File: src/sv/software_timer_task_table_defines.svh
// Assertion helpers for the timer slot table.
`ifndef SOFTWARE_TIMER_TASK_TABLE_DEFINES_SVH
`define SOFTWARE_TIMER_TASK_TABLE_DEFINES_SVH

// Same-cycle implication, disabled while reset is held.
`define STT_ASSERT_NOW(label, clk, rstn, ante, cons) \
    label: assert property (@(posedge clk) disable iff (!(rstn)) (ante) |-> (cons)) \
        else $error("timer table check failed");

// Next-cycle implication, disabled while reset is held.
`define STT_ASSERT_NEXT(label, clk, rstn, ante, cons) \
    label: assert property (@(posedge clk) disable iff (!(rstn)) (ante) |=> (cons)) \
        else $error("timer table check failed");

`endif

File: src/sv/stt_pkg.sv
package stt_pkg;

    localparam int SLOTS  = 16;
    localparam int SLOT_W = (SLOTS > 1) ? $clog2(SLOTS) : 1;

    typedef logic [SLOT_W-1:0] slot_idx_t;

    typedef enum logic [1:0] {
        OP_TICK     = 2'd0,
        OP_SERVICE  = 2'd1,
        OP_REGISTER = 2'd2,
        OP_REMOVE   = 2'd3
    } opcode_t;

    typedef enum logic [1:0] {
        KIND_REG  = 2'd0,
        KIND_FIRE = 2'd1,
        KIND_FULL = 2'd2,
        KIND_DONE = 2'd3
    } kind_t;

    // one slot's stored payload
    typedef struct packed {
        logic [15:0] delay;
        logic [15:0] elapsed;
        logic [7:0]  callback;
    } slot_word_t;

    localparam int WORD_W = $bits(slot_word_t);

    typedef struct packed {
        logic [15:0] elapsed;
        logic        fire;
    } alu_res_t;

    // low 4 bits of a slot number for the result field
    function automatic logic [3:0] slot_field(slot_idx_t idx);
        logic [31:0] wide;
        wide = 32'(idx);
        return wide[3:0];
    endfunction

endpackage

File: src/sv/stt_ram.sv
module stt_ram #(
    parameter int WIDTH = 8,
    parameter int DEPTH = 16
) (
    input  logic                                    aclk,
    input  logic                                    wr_en,
    input  logic [((DEPTH > 1) ? $clog2(DEPTH) : 1)-1:0] wr_addr,
    input  logic [WIDTH-1:0]                        wr_data,
    input  logic                                    rd_en,
    input  logic [((DEPTH > 1) ? $clog2(DEPTH) : 1)-1:0] rd_addr,
    output logic [WIDTH-1:0]                        rd_data
);

    logic [WIDTH-1:0] mem [DEPTH];
    logic [WIDTH-1:0] rd_data_reg;

    always_ff @(posedge aclk) begin
        if (wr_en) begin
            mem[wr_addr] <= wr_data;
        end
        if (rd_en) begin
            rd_data_reg <= mem[rd_addr];
        end
    end

    assign rd_data = rd_data_reg;

endmodule

File: src/sv/stt_alu.sv
module stt_alu (
    input  logic [15:0]      elapsed,
    input  logic [15:0]      add,
    input  logic [15:0]      delay,
    output stt_pkg::alu_res_t res
);

    logic [16:0] sum;
    logic [15:0] sat;

    // saturating add, then due check
    assign sum = {1'b0, elapsed} + {1'b0, add};
    assign sat = sum[16] ? 16'hFFFF : sum[15:0];

    assign res.elapsed = sat;
    assign res.fire    = (sat >= delay);

endmodule

File: src/sv/software_timer_task_table.sv
// Tick and remove finish in IDLE; register scans slots one per cycle, from slot 0 upward.
// Service walks every slot: READ skips a free slot, or issues the RAM read for a used one,
// then UPD updates it through the shared add/compare unit; FIN reports completion.
// Throughput: one request at a time; a waiting result stalls only steps that launch a result.
// Reset (aresetn low, synchronous): all slots freed, pending count cleared, no result out.
`include "software_timer_task_table_defines.svh"

module software_timer_task_table (
    input  logic        aclk,
    input  logic        aresetn,
    // request channel
    input  logic        s_valid,
    output logic        s_ready,
    input  logic [1:0]  s_opcode,
    input  logic        s_one_shot,
    input  logic [15:0] s_delay_ms,
    input  logic [7:0]  s_callback_id,
    input  logic [3:0]  s_slot_handle,
    // result channel
    output logic        m_valid,
    input  logic        m_ready,
    output logic [1:0]  m_kind,
    output logic [3:0]  m_slot,
    output logic [7:0]  m_fired_callback,
    output logic        m_last
);

    // Sequencer states:
    //   IDLE  takes a request; tick and remove finish here
    //   SCAN  register: look for the lowest free slot, one per cycle
    //   READ  service: skip free slots, issue RAM read for used ones
    //   UPD   service: add pending time, check due, write back, report fire
    //   FIN   service: report completion and clear pending time
    typedef enum logic [4:0] {
        ST_IDLE = 5'b00001,
        ST_SCAN = 5'b00010,
        ST_READ = 5'b00100,
        ST_UPD  = 5'b01000,
        ST_FIN  = 5'b10000
    } state_t;

    state_t state_reg, state_next;

    stt_pkg::slot_idx_t idx_reg, idx_next;
    logic [stt_pkg::SLOTS-1:0] valid_reg, valid_next;
    logic [stt_pkg::SLOTS-1:0] once_reg, once_next;
    logic [15:0] pending_reg, pending_next;

    // latched register request payload
    logic        new_once_reg, new_once_next;
    logic [15:0] new_delay_reg, new_delay_next;
    logic [7:0]  new_cb_reg, new_cb_next;

    // output register
    logic          m_valid_reg, m_valid_next;
    stt_pkg::kind_t m_kind_reg, m_kind_next;
    logic [3:0]    m_slot_reg, m_slot_next;
    logic [7:0]    m_cb_reg, m_cb_next;
    logic          m_last_reg, m_last_next;

    // RAM port signals
    logic                ram_we;
    stt_pkg::slot_word_t ram_wdata;
    logic                ram_re;
    logic [stt_pkg::WORD_W-1:0] ram_rdata_raw;
    stt_pkg::slot_word_t ram_rdata;

    stt_pkg::alu_res_t alu_res;

    // result launch
    logic           produce;
    stt_pkg::kind_t res_kind;
    logic [3:0]     res_slot;
    logic [7:0]     res_cb;
    logic           res_last;

    logic accept;
    logic out_free;
    logic idx_last;
    logic reg_found;

    assign s_ready   = (state_reg == ST_IDLE);
    assign accept    = s_valid && s_ready;
    assign out_free  = !m_valid_reg || m_ready;
    assign idx_last  = (idx_reg == stt_pkg::slot_idx_t'(stt_pkg::SLOTS - 1));
    assign reg_found = (state_reg == ST_SCAN) && !valid_reg[idx_reg] && out_free;
    assign ram_rdata = stt_pkg::slot_word_t'(ram_rdata_raw);

    // delay / elapsed / callback per slot; only read for slots marked valid
    stt_ram #(
        .WIDTH(stt_pkg::WORD_W),
        .DEPTH(stt_pkg::SLOTS)
    ) u_slot_ram (
        .aclk    (aclk),
        .wr_en   (ram_we),
        .wr_addr (idx_reg),
        .wr_data (ram_wdata),
        .rd_en   (ram_re),
        .rd_addr (idx_reg),
        .rd_data (ram_rdata_raw)
    );

    // the one shared add/compare unit, reused for every slot
    stt_alu u_alu (
        .elapsed (ram_rdata.elapsed),
        .add     (pending_reg),
        .delay   (ram_rdata.delay),
        .res     (alu_res)
    );

    always_comb begin
        state_next     = state_reg;
        idx_next       = idx_reg;
        valid_next     = valid_reg;
        once_next      = once_reg;
        pending_next   = pending_reg;
        new_once_next  = new_once_reg;
        new_delay_next = new_delay_reg;
        new_cb_next    = new_cb_reg;
        ram_we         = 1'b0;
        ram_wdata      = '0;
        ram_re         = 1'b0;
        produce        = 1'b0;
        res_kind       = stt_pkg::KIND_DONE;
        res_slot       = 4'd0;
        res_cb         = 8'd0;
        res_last       = 1'b0;

        unique case (state_reg)
            ST_IDLE: begin
                if (accept) begin
                    unique case (stt_pkg::opcode_t'(s_opcode))
                        stt_pkg::OP_TICK: begin
                            if (pending_reg != 16'hFFFF) begin
                                pending_next = pending_reg + 16'd1;
                            end
                        end
                        stt_pkg::OP_SERVICE: begin
                            idx_next   = '0;
                            state_next = ST_READ;
                        end
                        stt_pkg::OP_REGISTER: begin
                            new_once_next  = s_one_shot;
                            new_delay_next = s_delay_ms;
                            new_cb_next    = s_callback_id;
                            idx_next       = '0;
                            state_next     = ST_SCAN;
                        end
                        stt_pkg::OP_REMOVE: begin
                            // out-of-range handles match nothing
                            for (int i = 0; i < stt_pkg::SLOTS; i++) begin
                                if (32'(s_slot_handle) == i) begin
                                    valid_next[i] = 1'b0;
                                end
                            end
                        end
                        default: ;
                    endcase
                end
            end
            ST_SCAN: begin
                if (!valid_reg[idx_reg]) begin
                    if (out_free) begin
                        ram_we            = 1'b1;
                        ram_wdata.delay   = new_delay_reg;
                        ram_wdata.elapsed = 16'd0;
                        ram_wdata.callback = new_cb_reg;
                        valid_next[idx_reg] = 1'b1;
                        once_next[idx_reg]  = new_once_reg;
                        produce    = 1'b1;
                        res_kind   = stt_pkg::KIND_REG;
                        res_slot   = stt_pkg::slot_field(idx_reg);
                        res_last   = 1'b1;
                        state_next = ST_IDLE;
                    end
                end else if (idx_last) begin
                    if (out_free) begin
                        produce    = 1'b1;
                        res_kind   = stt_pkg::KIND_FULL;
                        res_last   = 1'b1;
                        state_next = ST_IDLE;
                    end
                end else begin
                    idx_next = idx_reg + stt_pkg::slot_idx_t'(1);
                end
            end
            ST_READ: begin
                if (valid_reg[idx_reg]) begin
                    ram_re     = 1'b1;
                    state_next = ST_UPD;
                end else if (idx_last) begin
                    state_next = ST_FIN;
                end else begin
                    idx_next = idx_reg + stt_pkg::slot_idx_t'(1);
                end
            end
            ST_UPD: begin
                // a fire needs the output register; otherwise write back at once
                if (!alu_res.fire || out_free) begin
                    ram_we             = 1'b1;
                    ram_wdata.delay    = ram_rdata.delay;
                    ram_wdata.elapsed  = alu_res.fire ? 16'd0 : alu_res.elapsed;
                    ram_wdata.callback = ram_rdata.callback;
                    if (alu_res.fire) begin
                        produce  = 1'b1;
                        res_kind = stt_pkg::KIND_FIRE;
                        res_slot = stt_pkg::slot_field(idx_reg);
                        res_cb   = ram_rdata.callback;
                        if (once_reg[idx_reg]) begin
                            valid_next[idx_reg] = 1'b0;
                        end
                    end
                    if (idx_last) begin
                        state_next = ST_FIN;
                    end else begin
                        idx_next   = idx_reg + stt_pkg::slot_idx_t'(1);
                        state_next = ST_READ;
                    end
                end
            end
            ST_FIN: begin
                if (out_free) begin
                    produce      = 1'b1;
                    res_kind     = stt_pkg::KIND_DONE;
                    res_last     = 1'b1;
                    pending_next = 16'd0;
                    state_next   = ST_IDLE;
                end
            end
            default: begin
                state_next = ST_IDLE;
            end
        endcase
    end

    // output register: loads a new result, or drains when taken
    always_comb begin
        m_kind_next = m_kind_reg;
        m_slot_next = m_slot_reg;
        m_cb_next   = m_cb_reg;
        m_last_next = m_last_reg;
        if (produce) begin
            m_valid_next = 1'b1;
            m_kind_next  = res_kind;
            m_slot_next  = res_slot;
            m_cb_next    = res_cb;
            m_last_next  = res_last;
        end else if (m_ready) begin
            m_valid_next = 1'b0;
        end else begin
            m_valid_next = m_valid_reg;
        end
    end

    always_ff @(posedge aclk) begin
        if (!aresetn) begin
            state_reg   <= ST_IDLE;
            idx_reg     <= '0;
            valid_reg   <= '0;
            once_reg    <= '0;
            pending_reg <= 16'd0;
            m_valid_reg <= 1'b0;
        end else begin
            state_reg   <= state_next;
            idx_reg     <= idx_next;
            valid_reg   <= valid_next;
            once_reg    <= once_next;
            pending_reg <= pending_next;
            m_valid_reg <= m_valid_next;
        end
    end

    always_ff @(posedge aclk) begin
        new_once_reg  <= new_once_next;
        new_delay_reg <= new_delay_next;
        new_cb_reg    <= new_cb_next;
        m_kind_reg    <= m_kind_next;
        m_slot_reg    <= m_slot_next;
        m_cb_reg      <= m_cb_next;
        m_last_reg    <= m_last_next;
    end

    assign m_valid          = m_valid_reg;
    assign m_kind           = m_kind_reg;
    assign m_slot           = m_slot_reg;
    assign m_fired_callback = m_cb_reg;
    assign m_last           = m_last_reg;

    // a successful register marks its slot used
    `STT_ASSERT_NEXT(a_reg_sets_valid, aclk, aresetn, reg_found, valid_reg[$past(idx_reg)])

    // table full is only reported with every slot used
    `STT_ASSERT_NOW(a_full_only_when_full, aclk, aresetn,
        produce && (res_kind == stt_pkg::KIND_FULL), &valid_reg)

    // service completion clears the pending time
    `STT_ASSERT_NEXT(a_done_clears_pending, aclk, aresetn,
        produce && (res_kind == stt_pkg::KIND_DONE), pending_reg == 16'd0)

endmodule
File: config.mk
export PLATFORM = sky130hd
export DESIGN_NAME = software_timer_task_table
export DESIGN_NICKNAME = d
export VERILOG_FILES = /design/src/sv/stt_pkg.sv /design/src/sv/stt_ram.sv /design/src/sv/stt_alu.sv /design/src/sv/software_timer_task_table.sv
export VERILOG_INCLUDE_DIRS = /design/src /design/src/sv
export SDC_FILE = /design/constraint.sdc
export NUM_CORES = 1
export LEC_CHECK = 0
export BUFFER_PORTS_ARGS = -buffer_cell sky130_fd_sc_hd__clkbuf_2
export CAP_MARGIN = 20
export CORE_MARGIN = 4
export CORE_UTILIZATION = 63
export CTS_CLUSTER_SIZE = 30
export DETAILED_ROUTE_END_ITERATION = 16
export HOLD_SLACK_MARGIN = 0.1
export PLACE_DENSITY = 0.8
export SYNTH_ARGS = -nofsm -noshare
export SYNTH_HDL_FRONTEND = slang
export SYNTH_SLANG_ARGS = --single-unit
File: constraint.sdc
create_clock -name aclk -period 7.6 [get_ports aclk]
set_input_delay 1.14 -clock aclk [delete_from_list [all_inputs] [get_ports aclk]]
set_output_delay 1.14 -clock aclk [all_outputs]
set_load 0.03 [all_outputs]
==> results of run 1 <==
[worst max-delay path, cell delays in order (launching register included)]
cell      delay, ns
dfxtp_1        0.34
ha_1           0.25
fa_1           0.43
a211o_1        0.35
a211oi_1       0.33
o31ai_1        0.15
a21oi_1        0.30
a221oi_1       0.13
buf_4          0.21
or2_2          0.33
ha_1           0.30
and2_1         0.16
a221oi_1       0.23
o21ai_0        0.15
a211oi_1       0.24
buf_4          0.20
o21a_1         0.20
nor2_4         0.20
nor2_4         0.63
buf_4          0.56
[kinds of logic (layout without fill, tap and decap cells)]
kind of cell,after synthesis,after routing,share of synthesized area
xor+xnor,20,20,0.00558
flops,778,778,0.726
mux,219,219,0.153
fa+ha+maj,42,42,0.0170
simple gates,253,253,0.0410
compound gates,213,213,0.0444
buf+inv,107,255,0.0131
[power by group]
part,switching (W),internal [W]
registers,0.0000176,0.00466
clock network,0.00161,0.00211
logic,0.000222,0.000125
[routing by layer]
layer  track usage  wire, µm  vias up
met5             0        13        -
met4        0.0763      2040        2
met3        0.0615      7310      146
met2         0.460     37300     1148
met1         0.414     28400     8675
li1              -         -     6893
[stage by stage]
stage               hold WS, ns  setup slack (ns)
global route              0.487              1.21
detailed placement        0.463              1.58
global placement          0.458              1.73
finish                    0.480              1.49
floorplan                 0.443              1.15
CTS                       0.478              1.51
[cells in the mapped netlist, types with 4 or more instances]
library cell	n
edfxtp_1	720
mux4_2	209
nor2_1	67
dfxtp_1	58
a21oi_1	53
nand2_1	52
clkbuf_1	51
o21ai_0	43
ha_1	41
inv_1	27
nand3_1	26
a22o_1	24
nand4_1	21
nor2b_1	21
buf_1	20
a31oi_1	19
a21boi_0	17
and2_1	12
xor2_1	11
a21o_1	10
and3_1	10
mux2i_1	9
nand2b_1	9
xnor2_1	9
buf_2	8
nor3_1	8
a211oi_1	7
or3_1	6
and4_1	5
o32ai_1	5
or2_2	5
a211o_1	4
o211ai_1	4
o21a_1	4
o21bai_1	4
[layout make-up]
type	count	area, µm²
Sequential cell	778	22800
Fill cell	2863	13900
Multi-Input combinational cell	747	8330
Clock buffer	93	2050
Tap cell	664	831
Timing Repair Buffer	85	606
Clock inverter	49	434
Inverter	28	105
[how the worst min path moves through the flow]
stage | from | endpoint | slack, ns
3_3_place_gp | valid_reg[6] | valid_reg[6] | 0.46
6_report | valid_reg[12] | valid_reg[12] | 0.48
5_1_grt | valid_reg[12] | valid_reg[12] | 0.49
3_5_place_dp | valid_reg[12] | valid_reg[12] | 0.46
4_1_cts | valid_reg[12] | valid_reg[12] | 0.48
2_1_floorplan | valid_reg[12] | valid_reg[12] | 0.44
==> impl_metrics.yaml, run 1 <==
status:
  outcome: "finished clean"
clock_network:
  post_cts_buffers: 0
  clkTransAtPathRegs_ns: 0.06
  clock-sinks: 778
  cts_buffers: 77
  insertion_delay_ns: 0.63
  cts_hold_buf: 0
  root_buffer: "clkbuf_16"
  htreeDepth: 3
  cts_tree: "yes"
  cts_resized: 0
  cts_buffer_depth: 3
global_route:
  grt_usage: 0.287
  grt_pass1_wl_um: 112000
  overflow: 0
  grt_pass1_vias: 16900
  antenna_found_initial: 2
  grt_start_max_net_pins: 168
worst_setup_path:
  startpoint_type: "flip-flop"
  cp-endpoint: "u_slot_ram.mem[8][9]"
  r2r_end: "u_slot_ram.mem[8][9]"
  critPathMaxFanout: 25
  crit_start: "pending_reg[0]"
  critPathCaptureType: "flip-flop"
  r2r_setup_slack_ns: 1.49
  critPathKind: "reg2reg"
  required_ns: 7.85
  timing.rr.start: "pending_reg[0]"
  cp.arrival_ns: 6.36
  reg2reg_depth: 19
floorplanning:
  ios: 52
  die_w_um: 231
  start_util: 0.640
  rows: 81
  coreArea_um2: 49100
  dieArea_um2: 53500
  die_h_um: 231
worst_hold_path:
  worstHoldPathCells: 1
  hold_class: "reg2reg"
layout:
  layout.cells.most_common_list: "720 x edfxtp_1, 209 x mux4_2, 79 x clkbuf_16"
  drive_above_1_share: 0.250
  mostFrequentLayoutCell: "edfxtp_1"
  instances_no_fill: 2444
  num_antenna_cells: 0
  layout.nets: 1794
  syn2layout_area_growth_pct: 12.0
  largest_reg_flops: 640
  stdcell_area_um2: 35200
  final_util: 0.717
synth:
  synth_area_leaders: "edfxtp_1 69%, mux4_2 15%, dfxtp_1 3.7%"
  async_reset_ff_frac: 0
  netlist_area_um2: 31400
  yosysSeqAreaShare: 0.726
  synth_cell_type_count: 59
  synth_nets: 1709
  syn_avg_cell_area_um2: 19.2
  synth-main-ff-cell: "edfxtp_1"
  synth_cells: 1632
  ys_warn_count: 0
  synth-edff-count: 720
  synth_top_area_frac: 0.689
  synth_top_area_cell: "edfxtp_1"
  ys_ff_latch: 778
timing:
  final_hold_viol_count: 0
  period_share: 0.804
  fmax_mhz: 164
  setup_viol_count_final: 0
  rsz0062_at_grt: "false"
  drv_slew: 0
  finClkSkew_ns: 0.0337
  tightest_slew_ns: 1.18
  slew_headroom: 0.213
  tns_ns: 0
  timing.final.crit_period_ns: 6.11
placement:
  dp.final_hpwl_um: 39600
  gp_congestion: 0.869
  dp_cells: 2299
  io_buffers: 51
  placed_area_um2: 32600
routing:
  dr.pass1.iters: 6
  avgViaCountPerCell: 6.90
  wl_per_cell_um: 30.7
  route.detailed.drc: 0
  vias: 16900
  wirelength_um: 75100
  ant_nets: 0
  drt_iter0_drc: 2334
pwr:
  p_per_area_nw_per_um2: 249
  irDropWorstVdd_v: 0.000335
  power.leakage_nw: 10.8
  total_power_w: 0.00874
flow_run:
  max_cap_viol_count: 0
(Power assumes the default switching activity.)
==> run 2: changes to the inputs <==
--- a/config.mk
+++ b/config.mk
@@ -6,14 +6,15 @@
 export SDC_FILE = /design/constraint.sdc
 export NUM_CORES = 1
 export LEC_CHECK = 0
+export ABC_AREA = 1
 export BUFFER_PORTS_ARGS = -buffer_cell sky130_fd_sc_hd__clkbuf_2
 export CAP_MARGIN = 20
 export CORE_MARGIN = 4
-export CORE_UTILIZATION = 63
+export CORE_UTILIZATION = 57
 export CTS_CLUSTER_SIZE = 30
 export DETAILED_ROUTE_END_ITERATION = 16
 export HOLD_SLACK_MARGIN = 0.1
-export PLACE_DENSITY = 0.8
+export PLACE_DENSITY = 0.76
 export SYNTH_ARGS = -nofsm -noshare
 export SYNTH_HDL_FRONTEND = slang
 export SYNTH_SLANG_ARGS = --single-unit
==> constraint.sdc (replaced) <==
create_clock -name aclk -period 5.3 [get_ports aclk]
set_input_delay 0.795 -clock aclk [delete_from_list [all_inputs] [get_ports aclk]]
set_output_delay 0.795 -clock aclk [all_outputs]
set_load 0.03 [all_outputs]
==> run 2 against run 1 <==
Effect of this change: die area rose by 13%; sequential cell count did not move; critical path depth did not move; clock power rose by 47%; first-iteration DRC count rose by 50%; critical path type unchanged; largest cell class unchanged.
==> impl_metrics.yaml, run 2 <==
status:
  outcome: "finished clean"
timing:
  fin_ws_ns: 0.308
  slew_headroom: 0.198
  tns_ns: 0
  hold-worst-slack_ns: 0.331
  finClkSkew_ns: 0.0252
  fmax_mhz: 200
  tightest_slew_ns: 1.20
  setup_viol_count_final: 0
  timing.final.crit_period_ns: 4.99
  final_hold_viol_count: 0
  period_share: 0.942
  drv_slew: 0
  rsz0062_at_grt: "false"
synth:
  synth_most_common_cell: "edfxtp_1"
  synth_cell_type_count: 41
  syn_avg_cell_area_um2: 11.5
  synth-edff-count: 720
  synth_top_area_cell: "edfxtp_1"
  yosysSeqAreaShare: 0.704
  synth_cells: 2822
  ys_warn_count: 0
  ys_top_cells_by_count: "720 x edfxtp_1, 468 x nor2_1, 393 x o21ai_0"
  netlist_area_um2: 32400
  synth_area_leaders: "edfxtp_1 67%, o21ai_0 6.1%, nor2_1 5.4%"
  synth_top_area_frac: 0.668
  async_reset_ff_frac: 0
  synth-main-ff-cell: "edfxtp_1"
  synth_nets: 2899
  ys_ff_latch: 778
layout:
  syn2layout_area_growth_pct: 12.4
  drive_above_1_share: 0.0976
  num_antenna_cells: 0
  largest_reg_flops: 640
  mostFrequentLayoutCell: "edfxtp_1"
  layout.nets: 2958
  stdcell_area_um2: 36400
  layout.cells.most_common_list: "720 x edfxtp_1, 463 x nor2_1, 392 x o21ai_0"
  fill_cells: 4097
clock_network:
  cts_buffer_depth: 3
  cts_hold_buf: 0
  post_cts_buffers: 0
  cts_resized: 0
  insertion_delay_ns: 0.64
  clkTransAtPathRegs_ns: 0.07
  clock-sinks: 778
  root_buffer: "clkbuf_16"
  cts_tree: "yes"
  htreeDepth: 3
  cts_buffers: 78
floorplanning:
  coreArea_um2: 56300
  die_w_um: 246
  rows: 87
  ios: 52
  dieArea_um2: 60600
  start_util: 0.575
  die_h_um: 246
worst_setup_path:
  max_stage_delay_ns: 1.02
  r2r_end: "u_slot_ram.mem[10][14]"
  cp_common_cell: "nand2_1"
  startpoint_type: "flip-flop"
  crit_chain: "ha_1 -> fa_1 -> nand2_1 -> a31oi_1 -> nand2_1 -> nand2_1 -> nand2_1 -> nand2_1 -> a21oi_1 -> clkinv_1 -> nor2_1 -> inv_1 -> ha_1 -> a21oi_1 -> o21a_1 -> nand2_1 -> nand2_1 -> nand3_1 -> nor2_1"
  reg2reg_depth: 19
  cp.arrival_ns: 5.27
  critPathKind: "reg2reg"
  r2r_setup_slack_ns: 0.31
  required_ns: 5.57
  critPathCaptureType: "flip-flop"
  critPathMaxFanout: 16
  timing.rr.start: "u_slot_ram.rd_data[8]"
  worst_path_max_delay_cell: "nor2_1"
  crit_start: "u_slot_ram.rd_data[8]"
  cp-endpoint: "u_slot_ram.mem[10][14]"
worst_hold_path:
  hold_class: "in2reg"
flow_run:
  max_cap_viol_count: 0
global_route:
  grt-busiest-layer: "met2"
  grt_usage: 0.272
  grt_pass1_wl_um: 127000
  use_met1: 0.385
  antenna_found_initial: 3
  grt_pass1_vias: 21900
  met3_usage: 0.0557
  overflow: 0
  global_route.usage.met2: 0.429
  grt_start_max_net_pins: 248
routing:
  ant_nets: 0
  wl_per_cell_um: 22.5
  wirelength_um: 83100
  avgViaCountPerCell: 6.19
  dr.pass1.iters: 8
  vias: 22900
  drt_iter0_drc: 3505
  route.detailed.drc: 0
placement:
  io_buffers: 51
  dp.final_hpwl_um: 46500
  gp_congestion: 0.938
  placed_area_um2: 33800
  dp_slack_ns: 0.179
pwr:
  total_power_w: 0.0136
  p_per_area_nw_per_um2: 373
  irDropWorstVdd_v: 0.000342
  power.leakage_nw: 12.9
[run 2: changes by cell type in the layout (fill, tap and decap cells not counted), moves of 38 or more]
cell | previous run | this run
inv_1 | 26 | 130
a21oi_1 | 53 | 91
o21ai_0 | 43 | 392
nor2_1 | 50 | 463
nand2_1 | 52 | 388
nand3_1 | 26 | 71
mux4_2 | 209 | 0
buf_4 | 27 | 69
o22ai_1 | 3 | 162
[run 2: through the flow]
step | cells | utilization
global placement | 3547 | 0.599
detailed placement | 3555 | 0.600
global route | 3697 | 0.646
floorplan | 2822 | -
CTS | 3695 | 0.645
finish | 3697 | 0.646
[run 2: layer usage]
layer  share of wire  up-vias  wire length (µm)
met3            0.11      196              9200
met4           0.030        2              2490
met5         0.00020        -                17
met1            0.39    11000             32400
met2            0.47     1436             39100
li1                -    10200                 -
[run 2: kinds of logic (layout without fill, tap and decap cells)]
| group | after synthesis | in the layout | synth area share |
|---|---|---|---|
| xor gates and xnor gates | 18 | 18 | 0.00487 |
| and+or+nand+nor | 1012 | 1012 | 0.126 |
| buffers and inverters | 299 | 418 | 0.0363 |
| adders and majority gates | 42 | 42 | 0.0165 |
| AOI/OAI and AO/OA | 673 | 673 | 0.112 |
| DFF | 778 | 778 | 0.704 |
[run 2: layout make-up]
class                   instances  area, µm²  area share
inverters                     142        543      0.0149
repair buffers                136       1040      0.0287
clock inverters                46        490      0.0135
well taps                     756        946      0.0260
flip-flops and latches        778      22800       0.627
multi-input cells            1745       8510       0.234
clock buffers                  94       2050      0.0564
[run 2: critical path, delay by kind of cell (launching register included)]
| family | cells | cell delay [ns] |
|---|---|---|
| buf+inv | 2 | 0.33 |
| simple gates | 10 | 2.34 |
| fa+ha+maj | 3 | 0.92 |
| compound gates | 4 | 0.66 |
| flops | 1 | 0.38 |
[run 2: worst min-delay path by stage]
stage	start	to	slack, ns	cells past startpoint
finish	s_delay_ms[3]	new_delay_reg[3]	0.33	1
global route	s_callback_id[6]	new_cb_reg[6]	0.31	1
CTS	s_callback_id[3]	new_cb_reg[3]	0.30	1
detailed placement	once_reg[9]	once_reg[9]	0.45	2
global placement	once_reg[13]	once_reg[13]	0.44	2
floorplan	once_reg[11]	once_reg[11]	0.43	2
[run 2: where the power goes]
group | switching (W) | internal [W]
combinational | 0.000893 | 0.000375
sequential | 0.0000714 | 0.00674
clock | 0.00234 | 0.00313
